===== src/spq_pkg.sv =====
// Package with shared types and codes for the sorted priority queue.
`timescale 1ns / 1ps

package spq_pkg;

    localparam int KEY_W   = 32;
    localparam int DATA_W  = 32;
    localparam int COUNT_W = 5;

    localparam logic [1:0] STATUS_DONE = 2'd0;
    localparam logic [1:0] STATUS_FULL = 2'd1;
    localparam logic [1:0] STATUS_MISS = 2'd2;

    localparam logic KIND_INSERT = 1'b0;
    localparam logic KIND_REMOVE = 1'b1;

    typedef enum logic [1:0] {
        ST_IDLE,
        ST_COMPARE,
        ST_APPLY,
        ST_LOAD
    } state_t;

    // Commands that every cell of the array sees.
    typedef struct packed {
        logic compare;
        logic shift_ins;
        logic shift_rem;
    } cell_ctl_t;

    // Commands from the controller to the datapath.
    typedef struct packed {
        cell_ctl_t  ctl;
        logic       latch_op;
        logic       set_status;
        logic [1:0] status;
        logic       load_out;
    } cmd_t;

    // Status from the datapath back to the controller.
    typedef struct packed {
        logic op_kind;
        logic full;
        logic hit;
        logic out_busy;
    } stat_t;

endpackage


===== src/spq_cell.sv =====
// One storage cell of the sorted array: compares with the operation key and shifts.
`timescale 1ns / 1ps

module spq_cell (
    input  logic                              clk,
    input  logic                              rst_n,
    input  spq_pkg::cell_ctl_t                ctl,
    input  logic                              valid,
    input  logic signed [spq_pkg::KEY_W-1:0]  op_key,
    input  logic [spq_pkg::DATA_W-1:0]        op_data,
    input  logic                              left_lt_now,
    input  logic                              left_lt,
    input  logic signed [spq_pkg::KEY_W-1:0]  left_key,
    input  logic [spq_pkg::DATA_W-1:0]        left_data,
    input  logic signed [spq_pkg::KEY_W-1:0]  right_key,
    input  logic [spq_pkg::DATA_W-1:0]        right_data,
    output logic                              lt_now,
    output logic                              lt,
    output logic                              hit,
    output logic signed [spq_pkg::KEY_W-1:0]  key,
    output logic [spq_pkg::DATA_W-1:0]        data
);

    import spq_pkg::*;

    logic signed [KEY_W-1:0] key_reg;
    logic signed [KEY_W-1:0] key_next;
    logic [DATA_W-1:0]       data_reg;
    logic [DATA_W-1:0]       data_next;
    logic                    lt_reg;
    logic                    hit_reg;
    logic                    eq_now;

    assign lt_now = valid && (key_reg < op_key);
    assign eq_now = valid && (key_reg == op_key);

    // Because the array is sorted, the first matching cell is the one whose
    // left neighbor is still smaller than the key.
    always_ff @(posedge clk or negedge rst_n)
    begin
        if (!rst_n)
        begin
            lt_reg  <= 1'b0;
            hit_reg <= 1'b0;
        end
        else if (ctl.compare)
        begin
            lt_reg  <= lt_now;
            hit_reg <= eq_now && left_lt_now;
        end
    end

    always_comb
    begin
        key_next  = key_reg;
        data_next = data_reg;
        if (ctl.shift_ins && !lt_reg)
        begin
            if (left_lt)
            begin
                key_next  = op_key;
                data_next = op_data;
            end
            else
            begin
                key_next  = left_key;
                data_next = left_data;
            end
        end
        else if (ctl.shift_rem && !lt_reg)
        begin
            key_next  = right_key;
            data_next = right_data;
        end
    end

    always_ff @(posedge clk)
    begin
        key_reg  <= key_next;
        data_reg <= data_next;
    end

    assign lt   = lt_reg;
    assign hit  = hit_reg;
    assign key  = key_reg;
    assign data = data_reg;

endmodule


===== src/spq_datapath.sv =====
// Datapath: operation registers, cell array, occupancy and the result register.
`timescale 1ns / 1ps

module spq_datapath #(
    parameter int CAPACITY = 16
) (
    input  logic                                clk,
    input  logic                                rst_n,
    input  spq_pkg::cmd_t                       cmd,
    output spq_pkg::stat_t                      stat,
    input  logic                                in_kind,
    input  logic [spq_pkg::KEY_W-1:0]           in_key,
    input  logic [spq_pkg::DATA_W-1:0]          in_data,
    input  logic                                out_ready,
    output logic                                out_valid,
    output logic [1:0]                          out_status,
    output logic [spq_pkg::COUNT_W-1:0]         out_count,
    output logic                                out_head_valid,
    output logic [spq_pkg::KEY_W-1:0]           out_head_key,
    output logic [spq_pkg::DATA_W-1:0]          out_head_data
);

    import spq_pkg::*;

    localparam int OCC_W = $clog2(CAPACITY + 1);
    localparam int EXT_W = (OCC_W > COUNT_W) ? OCC_W : COUNT_W;

    logic                    kind_reg;
    logic signed [KEY_W-1:0] key_reg;
    logic [DATA_W-1:0]       data_reg;
    logic [OCC_W-1:0]        occ_reg;
    logic [OCC_W-1:0]        occ_next;
    logic [1:0]              status_reg;

    logic                    out_valid_reg;
    logic [1:0]              out_status_reg;
    logic [COUNT_W-1:0]      out_count_reg;
    logic                    out_head_valid_reg;
    logic [KEY_W-1:0]        out_head_key_reg;
    logic [DATA_W-1:0]       out_head_data_reg;

    logic signed [KEY_W-1:0] cell_key  [CAPACITY];
    logic [DATA_W-1:0]       cell_data [CAPACITY];
    logic [CAPACITY-1:0]     cell_lt_now;
    logic [CAPACITY-1:0]     cell_lt;
    logic [CAPACITY-1:0]     cell_hit;
    logic [EXT_W-1:0]        occ_ext;
    logic                    empty;

    always_ff @(posedge clk)
    begin
        if (cmd.latch_op)
        begin
            kind_reg <= in_kind;
            key_reg  <= $signed(in_key);
            data_reg <= in_data;
        end
    end

    genvar i;
    generate
        for (i = 0; i < CAPACITY; i++)
        begin : g_cell
            logic                    valid;
            logic                    left_lt_now;
            logic                    left_lt;
            logic signed [KEY_W-1:0] left_key;
            logic [DATA_W-1:0]       left_data;
            logic signed [KEY_W-1:0] right_key;
            logic [DATA_W-1:0]       right_data;

            assign valid = occ_reg > OCC_W'(i);

            if (i == 0)
            begin : g_head
                assign left_lt_now = 1'b1;
                assign left_lt     = 1'b1;
                assign left_key    = key_reg;
                assign left_data   = data_reg;
            end
            else
            begin : g_body
                assign left_lt_now = cell_lt_now[i-1];
                assign left_lt     = cell_lt[i-1];
                assign left_key    = cell_key[i-1];
                assign left_data   = cell_data[i-1];
            end

            if (i == CAPACITY - 1)
            begin : g_tail
                assign right_key  = cell_key[i];
                assign right_data = cell_data[i];
            end
            else
            begin : g_inner
                assign right_key  = cell_key[i+1];
                assign right_data = cell_data[i+1];
            end

            spq_cell u_cell (
                .clk         (clk),
                .rst_n       (rst_n),
                .ctl         (cmd.ctl),
                .valid       (valid),
                .op_key      (key_reg),
                .op_data     (data_reg),
                .left_lt_now (left_lt_now),
                .left_lt     (left_lt),
                .left_key    (left_key),
                .left_data   (left_data),
                .right_key   (right_key),
                .right_data  (right_data),
                .lt_now      (cell_lt_now[i]),
                .lt          (cell_lt[i]),
                .hit         (cell_hit[i]),
                .key         (cell_key[i]),
                .data        (cell_data[i])
            );
        end
    endgenerate

    always_comb
    begin
        occ_next = occ_reg;
        if (cmd.ctl.shift_ins)
        begin
            occ_next = occ_reg + OCC_W'(1);
        end
        else if (cmd.ctl.shift_rem)
        begin
            occ_next = occ_reg - OCC_W'(1);
        end
    end

    always_ff @(posedge clk or negedge rst_n)
    begin
        if (!rst_n)
        begin
            occ_reg <= '0;
        end
        else
        begin
            occ_reg <= occ_next;
        end
    end

    always_ff @(posedge clk)
    begin
        if (cmd.set_status)
        begin
            status_reg <= cmd.status;
        end
    end

    assign occ_ext = EXT_W'(occ_reg);
    assign empty   = (occ_reg == '0);

    always_ff @(posedge clk or negedge rst_n)
    begin
        if (!rst_n)
        begin
            out_valid_reg <= 1'b0;
        end
        else if (cmd.load_out)
        begin
            out_valid_reg <= 1'b1;
        end
        else if (out_ready)
        begin
            out_valid_reg <= 1'b0;
        end
    end

    always_ff @(posedge clk)
    begin
        if (cmd.load_out)
        begin
            out_status_reg     <= status_reg;
            out_count_reg      <= occ_ext[COUNT_W-1:0];
            out_head_valid_reg <= !empty;
            out_head_key_reg   <= empty ? '0 : cell_key[0];
            out_head_data_reg  <= empty ? '0 : cell_data[0];
        end
    end

    assign stat.op_kind  = kind_reg;
    assign stat.full     = (occ_reg == OCC_W'(CAPACITY));
    assign stat.hit      = |cell_hit;
    assign stat.out_busy = out_valid_reg && !out_ready;

    assign out_valid      = out_valid_reg;
    assign out_status     = out_status_reg;
    assign out_count      = out_count_reg;
    assign out_head_valid = out_head_valid_reg;
    assign out_head_key   = out_head_key_reg;
    assign out_head_data  = out_head_data_reg;

endmodule


===== src/spq_controller.sv =====
// Controller state machine that sequences accept, compare, update and result.
`timescale 1ns / 1ps

module spq_controller (
    input  logic            clk,
    input  logic            rst_n,
    input  logic            in_valid,
    output logic            in_ready,
    output spq_pkg::cmd_t   cmd,
    input  spq_pkg::stat_t  stat
);

    import spq_pkg::*;

    state_t state_reg;
    state_t state_next;

    always_ff @(posedge clk or negedge rst_n)
    begin
        if (!rst_n)
        begin
            state_reg <= ST_IDLE;
        end
        else
        begin
            state_reg <= state_next;
        end
    end

    always_comb
    begin
        state_next = state_reg;
        cmd        = '0;
        in_ready   = 1'b0;
        case (state_reg)
            ST_IDLE:
            begin
                in_ready = 1'b1;
                if (in_valid)
                begin
                    cmd.latch_op = 1'b1;
                    state_next   = ST_COMPARE;
                end
            end
            ST_COMPARE:
            begin
                cmd.ctl.compare = 1'b1;
                state_next      = ST_APPLY;
            end
            ST_APPLY:
            begin
                cmd.set_status = 1'b1;
                if (stat.op_kind == KIND_INSERT)
                begin
                    if (stat.full)
                    begin
                        cmd.status = STATUS_FULL;
                    end
                    else
                    begin
                        cmd.status        = STATUS_DONE;
                        cmd.ctl.shift_ins = 1'b1;
                    end
                end
                else
                begin
                    if (stat.hit)
                    begin
                        cmd.status        = STATUS_DONE;
                        cmd.ctl.shift_rem = 1'b1;
                    end
                    else
                    begin
                        cmd.status = STATUS_MISS;
                    end
                end
                state_next = ST_LOAD;
            end
            ST_LOAD:
            begin
                if (!stat.out_busy)
                begin
                    cmd.load_out = 1'b1;
                    state_next   = ST_IDLE;
                end
            end
            default:
            begin
                state_next = ST_IDLE;
            end
        endcase
    end

endmodule


===== src/sorted_priority_queue_core.sv =====
// Top level of the sorted priority queue with stream ports.
`timescale 1ns / 1ps

// The queue keeps up to CAPACITY entries, each a signed 32-bit key with a
// 32-bit data handle, in ascending key order in a row of cells, so the head
// (smallest key) is always in the first cell. An insert beat (tuser = 0)
// places the entry ahead of every stored entry with an equal or greater key,
// so equal keys leave newest first; a remove beat (tuser = 1) deletes the
// first entry from the head whose key matches. Every input beat yields one
// output beat with the status, the entry count (modulo 32) and the head
// entry after the operation; head fields read zero when the queue is empty.
// An insert into a full queue returns status 1 and a remove that finds
// nothing returns status 2, both leaving the contents unchanged. Each beat
// goes through four steps: accept, a broadcast compare in all cells at once,
// the shift of the cell row, and the load of the output register, which waits
// while an earlier result is not yet taken. The next beat is accepted while a
// result still waits in the output register. Stored entries need no clearing
// after reset; the entry count alone says which cells hold data.
module sorted_priority_queue_core #(
    parameter int CAPACITY = 16
) (
    input  logic        clk,
    input  logic        rst_n,
    input  logic        s_tvalid,
    output logic        s_tready,
    input  logic [63:0] s_tdata,   // key [31:0], data_handle [63:32]
    input  logic        s_tuser,   // kind [0]
    output logic        m_tvalid,
    input  logic        m_tready,
    output logic [71:0] m_tdata    // status [1:0], entry_count [6:2], head_valid [7],
                                   // head_key [39:8], head_data [71:40]
);

    import spq_pkg::*;

    cmd_t               cmd;
    stat_t              stat;
    logic [1:0]         out_status;
    logic [COUNT_W-1:0] out_count;
    logic               out_head_valid;
    logic [KEY_W-1:0]   out_head_key;
    logic [DATA_W-1:0]  out_head_data;

    spq_controller u_controller (
        .clk      (clk),
        .rst_n    (rst_n),
        .in_valid (s_tvalid),
        .in_ready (s_tready),
        .cmd      (cmd),
        .stat     (stat)
    );

    spq_datapath #(
        .CAPACITY (CAPACITY)
    ) u_datapath (
        .clk            (clk),
        .rst_n          (rst_n),
        .cmd            (cmd),
        .stat           (stat),
        .in_kind        (s_tuser),
        .in_key         (s_tdata[31:0]),
        .in_data        (s_tdata[63:32]),
        .out_ready      (m_tready),
        .out_valid      (m_tvalid),
        .out_status     (out_status),
        .out_count      (out_count),
        .out_head_valid (out_head_valid),
        .out_head_key   (out_head_key),
        .out_head_data  (out_head_data)
    );

    // Result fields packed from the lowest bit up.
    assign m_tdata = {out_head_data, out_head_key, out_head_valid, out_count, out_status};

endmodule


===== config.mk =====
export PLATFORM = sky130hd
export DESIGN_NAME = sorted_priority_queue_core
export DESIGN_NICKNAME = d
export VERILOG_FILES = /design/src/spq_pkg.sv /design/src/spq_cell.sv /design/src/spq_datapath.sv /design/src/spq_controller.sv /design/src/sorted_priority_queue_core.sv
export SDC_FILE = /design/constraint.sdc
export NUM_CORES = 2
export LEC_CHECK = 0
export BUFFER_PORTS_ARGS = -buffer_cell sky130_fd_sc_hd__buf_2
export CAP_MARGIN = 25
export CORE_AREA = 8 8 363 365
export CTS_BUF_LIST = sky130_fd_sc_hd__clkbuf_16
export DETAILED_ROUTE_END_ITERATION = 10
export DIE_AREA = 0 0 371 373
export GPL_ROUTABILITY_DRIVEN = 0
export PLACE_DENSITY = 0.7
export SYNTH_ARGS = -nofsm -noshare
export SYNTH_HDL_FRONTEND = slang
export SYNTH_SLANG_ARGS = --single-unit

===== constraint.sdc =====
create_clock -name clk -period 8.11 [get_ports clk]
set_input_delay 0.4055 -clock clk [delete_from_list [all_inputs] [get_ports clk]]
set_output_delay 0.4055 -clock clk [all_outputs]
set_load 0.01 [all_outputs]

# Word level (Yosys, flattened, before mapping)
# Cells that the tools add are included.
# W data, S select, Z words.
# word_totals
reg_bits,1203
latchBits,0
ram_bits,0
mem_bits_ro,0
output_inout_bits,74
word_cells,362
memories,0
# op_classes
n_addsub,2
n_mul,0
div_mod_pow,0
magnitude_cmp,32
eq_ne,22
shift,0
muxes,112
bitwise,0
n_reduce_logical,118
# op_table
cell,n
$mux W32,90
$eq A32 B32 Y1,16
$lt A32 B32 Y1,16
$logic_and A1 B1 Y1,79
$gt A5 B4 Y1 const B,8
$reduce_bool A2 Y1,17
$gt A5 B3 Y1 const B,4
$logic_not A1 Y1,18
$reduce_or A16 Y1,1
$mux W1,13
$gt A5 B1 Y1 const B,2
$gt A5 B2 Y1 const B,2
$mux W2,5
$mux W5,2
$pmux W2 S4,1
$add A5 B1 Y5 const B,1
$eq A5 B5 Y1 const B,1
$logic_not A5 Y1,1
$sub A5 B1 Y5 const B,1
$eq A2 B2 Y1 const B,2
$ne A2 B2 Y1 const B,2
$mux W3,1
$eq A2 B1 Y1 const B,1
$logic_not A2 Y1,1
$reduce_and A2 Y1,1

# Logic depth before layout (Yosys ltp)
# logic_depth
depth_word,7
mapped_depth,11

# Cells and area by module
# From an unflattened synthesis, not the netlist that was laid out.
# unflattened
cells_unflattened,6785
area_unflattened_um2,71587.4
# by_module_without_submodules
module,instances,cells_per_inst,area_per_inst_um2,seq_area_each_um2
spq_cell (u_datapath.g_cell[0].u_cell ...),13,405,4139.0,1971.9
spq_cell (u_datapath.g_cell[8].u_cell ...),2,404,4112.7,1971.9
spq_datapath,1,285,5228.8,4324.1
spq_cell (u_datapath.g_cell[13].u_cell),1,405,4115.2,1971.9
spq_controller,1,21,203.9,50.0
sorted_priority_queue_core,1,1,7.5,0.0

# Worst setup path after synthesis
# Ideal clock, no wire load.
# synth_timing
kind,register to register
start,"reg u_datapath.occ_reg[0], in the netlist u_datapath.occ_ext[0]"
end,"reg u_datapath.g_cell[0].u_cell.data_reg[0], enable pin"
setup_time_ns,0.487
arrival_time_ns,4.538
required_time_ns,7.623
setup_slack_ns,3.085
stages_incl_launch_ff,10
cell_sequence,dfrtp_1 > clkbuf_1 > inv_1 > ha_1 > nand3_1 > o21ai_0 > or2_2 > clkbuf_1 > clkbuf_1 > nor2_1
# synth_between
elab_chain_len,6
# synth_rtl
item,line,source
start: declaration,spq_datapath.sv:31,logic [OCC_W-1:0] occ_reg;
start signal: assignment,spq_datapath.sv:143,occ_reg <= occ_next;
$eq A5 B5 Y1,spq_datapath.sv:187,assign stat.full = (occ_reg == OCC_W'(CAPACITY));
$mux W1,spq_controller.sv:55,if (stat.full)
$mux W1,spq_controller.sv:53,if (stat.op_kind == KIND_INSERT)
$mux W2,spq_controller.sv:35,case (state_reg)
$logic_and A1 B1 Y1,spq_cell.sv:57,if (ctl.shift_ins && !lt_reg)
$reduce_bool A2 Y1 (no source line),n/a,
end signal: assignment,spq_cell.sv:80,data_reg <= data_next;
end: declaration,spq_cell.sv:28,logic [DATA_W-1:0] data_reg;
# Every way passes these cells.
# A chain may end at the register's enable or synchronous reset.

# Final worst setup path
# layout_timing
start,reg u_controller.state_reg[0]
end,reg u_datapath.g_cell[1].u_cell.data_reg[10] (data pin)
# layout_between
elab_chain_len,4
# layout_rtl
item,line,source
start: declaration,spq_controller.sv:15,state_t state_reg;
start signal: assignment,spq_controller.sv:26,state_reg <= state_next;
$eq A2 B2 Y1,spq_controller.sv:35,
$mux W2,spq_controller.sv:35,
$logic_and A1 B1 Y1,spq_cell.sv:57,
$mux W32,spq_cell.sv:57,
net u_datapath.g_cell[1].u_cell.data_next[10],spq_cell.sv:29,logic [DATA_W-1:0] data_next;
end signal: assignment,spq_cell.sv:80,
end: declaration,spq_cell.sv:28,
# The timed path passes the listed nets, and every way through them passes these cells.

==> results.yml <==
status:
  status: "finished clean"
grt:
  grt_antenna_before_repair: 3
  grtUsageMet3_pct: 3.323
  grt_first_pass_wirelength_um: 282800
  grtUsageMet2_pct: 46.49
  grtUsageMet1_pct: 30.45
  grt_busiest_layer: "met2"
  grt_pass1_vias: 50770
  grt_usage_pct: 25.65
  grt_max_degree: 99
  grt_overflow: 0
power_and_ir_drop:
  p_int_mw: 15.86
  switchingPower_mw: 9.303
  p_sw_share_pct: 36.97
  power_leakage_nw: 28.60
  power_frac_comb_pct: 34.7
  pwr-share-clk_pct: 24.4
  pwr-share-seq_pct: 41.0
  vdd_drop_max_mv: 0.2488
  power_density_mw_per_mm2: 331.4
cts:
  cts_resized: 0
  cts_buffers: 138
  clockBufferDepth: 3
  cts_tree: "built"
  clkTransAtPathRegs_ns: 0.06
  clock-sinks: 1203
  clock_latency_ns: 0.78
  htreeDepth: 4
  clock-root-buffer: "clkbuf_16"
layout:
  syn2layout_area_growth_pct: 10.66
  final_layout_size_suffix_gt1_share_pct: 10.02
  post-route-util_pct: 60.08
  antenna_cells: 0
  fin_nets: 6701
  fin_area_mm2: 0.07593
  fillCellCount: 10450
timing:
  rsz0062_at_grt: "no"
  tightestPinTransition_ns: 1.099
  hold_slack_ns: 0.01433
  fin_crit_sh_pct: 51.18
  setup_tns_ns: 0
  hold_viol_final: 0
  slew-limit-headroom_pct: 26.75
  min_period_ns: 4.150
  clock-skew-final_ns: 0.02829
  slew_violations: 0
  finalSetupViolCount: 0
  timing.fmax_mhz: 240.9
die:
  core_area_mm2: 0.1264
  ios: 143
  dieWidth_um: 371
  row_count: 131
  die_h_um: 373
  die_area_mm2: 0.1384
  initial_utilization_pct: 54.29
worst_setup_path:
  cp_max_fo: 93
  worstSetupStartpointType: "flip-flop"
  crit_type: "flip-flop to flip-flop"
  r2r_slack_ns: 3.96
  reg2reg_depth: 7
  r2r_end: "u_datapath.g_cell[1].u_cell.data[10]$_DFFE_PP_"
  crit_path_end_kind: "flip-flop"
  cp_data_required_time_ns: 8.58
  worstSetupEndpoint: "u_datapath.g_cell[1].u_cell.data[10]$_DFFE_PP_"
  r2r-start: "u_controller.state_reg[0]$_DFFE_PN0P_"
  crit_path_start: "u_controller.state_reg[0]$_DFFE_PN0P_"
  cp.arrival_ns: 4.62
routing:
  wl_per_cell_um: 23.37
  drtPass1Iterations: 7
  drt-total-wl_um: 184200
  antenna_left: 0
  drt-initial-drc-count: 3440
  vias_per_cell: 6.201
  drc: 0
  vias: 48870
synthesis:
  ys_ff_latch: 1203
  synth-simple-area-share_pct: 8.992
  synthesis.area_mm2: 0.06861
  synth_fa_ha_area_share_pct: 9.501
  yosys.cell_types.count: 63
  syn_avg_cell_area_um2: 11.25
  synth_nets: 6689
  synth_compound_area_share_pct: 10.86
  synth_edf_count: 1163
  synthXorXnorAreaFrac_pct: 0.07659
  synth_top_family_by_area: "multiplexers"
  async_flop_share_pct: 3.325
  ys.flop_type: "edfxtp_1"
  synthCells: 6099
  yosysWarningCount: 0
  muxShareOfSynthArea_pct: 15.35
  ys_seq_area_share_pct: 52.36
hold_path:
  hp-class: "input port to asynchronous set/reset pin"
flow_run:
  cap_violations: 0
placed_design:
  place_area_mm2: 0.07079
  dp_hpwl_um: 130200
  numPortBuffers: 142
cell families (layout without fill, tap and decap cells):
family,after synthesis,in the layout
and+or+nand+nor,1437,1437
AOI/OAI and AO/OA,1378,1378
DFF,1203,1203
muxes,1036,1036
adders and majority gates,521,521
buffers and inverters,518,638
xor gates and xnor gates,6,6
metal layers:
metal  wire [µm]  vias to the layer above
met3        8359                      495
met2       96060                     1460
met5           0                        -
met1       72130                    24130
li1            -                    22790
met4        7613                        0
power groups by stage:
stage / Clock (mW) / Combinational, mW / Sequential (mW)
2_1_floorplan: 0 / 6.79 / 9.64
3_3_place_gp: 0 / 8.26 / 10.4
3_5_place_dp: 0 / 8.60 / 10.4
4_1_cts: 6.24 / 8.66 / 10.3
5_1_grt: 6.46 / 9.63 / 10.4
6_report: 6.13 / 8.72 / 10.3
how the worst min path moves through the flow:
stage                                                 from                                          end  cells past startpoint
3_3_place_gp   u_datapath.g_cell[6].u_cell.hit$_DFFE_PN0N_  u_datapath.g_cell[6].u_cell.hit$_DFFE_PN0N_                      1
2_1_floorplan                                        rst_n        u_controller.state_reg[0]$_DFFE_PN0P_                      0
6_report                                             rst_n  u_datapath.g_cell[1].u_cell.hit$_DFFE_PN0N_                      2
4_1_cts                                           s_tvalid        u_controller.state_reg[1]$_DFFE_PN0P_                      5
3_5_place_dp   u_datapath.g_cell[8].u_cell.hit$_DFFE_PN0N_  u_datapath.g_cell[8].u_cell.hit$_DFFE_PN0N_                      1
5_1_grt                                              rst_n   u_datapath.g_cell[0].u_cell.lt$_DFFE_PN0N_                      2
layout make-up:
| type | instances | area, µm² | area share [%] |
|---|---|---|---|
| clock buffer | 141 | 3528 | 4.647 |
| clock inverter | 107 | 859.6 | 1.132 |
| inverter | 79 | 296.5 | 0.3905 |
| multi-input combinational | 4378 | 30960 | 40.78 |
| sequential | 1203 | 35980 | 47.39 |
| tap | 1662 | 2079 | 2.739 |
| timing repair buffer | 311 | 2220 | 2.923 |
stage by stage:
stage,cells,total power [mW],setup WS (ns)
after global placement,7562,18.66,4.221
after global routing,7881,26.52,3.724
after detailed placement,7563,19.01,4.015
after floorplan,6099,16.43,3.085
after CTS,7878,25.20,4.027
final,7881,25.16,3.960
cell usage in the layout, fill, tap and decap left out, types with 15 or more instances in the layout:
master / count
nand4_1: 103
clkinv_1: 29
nor2_4: 31
and2_1: 66
edfxtp_1: 1163
clkinv_2: 19
o21ai_0: 94
nor4_1: 22
mux2i_1: 906
nor2_1: 973
dfrtp_4: 15
buf_2: 142
dlygate4sd3_1: 67
a211oi_1: 17
a21o_1: 58
buf_4: 98
nor3_1: 25
mux2_2: 130
clkbuf_16: 141
o211ai_1: 16
nand3_1: 34
a21oi_1: 1106
dfrtp_1: 25
ha_1: 521
nand2_1: 111
nor2b_1: 26
inv_1: 108
synthesized netlist by cell type, types with 58 or more instances:
cell type / count / share of area (%)
nand2_1: 112 / 0.61
nand4_1: 103 / 0.94
ha_1: 521 / 9.5
o21ai_0: 94 / 0.69
nor2_1: 1004 / 5.5
clkbuf_1: 380 / 2.1
edfxtp_1: 1163 / 51
inv_1: 79 / 0.43
a21o_1: 58 / 0.63
a21oi_1: 1106 / 8.1
mux2i_1: 906 / 13
and2_1: 68 / 0.62
mux2_2: 130 / 2.1
what timing repair did:
action                    CTS  global route
hold buffers               67             0
hold endpoints to repair  106             0
buffers inserted            0             0
worst max-delay path, stage by stage, from the launching register on:
cell     delay [ns]
dfrtp_1        0.41
inv_1          0.10
ha_1           0.31
nor2b_1        0.30
nand2_2        0.59
nor2_4         0.95
buf_4          0.89
a21oi_1        0.17
Power figures use the tool's default switching activity.
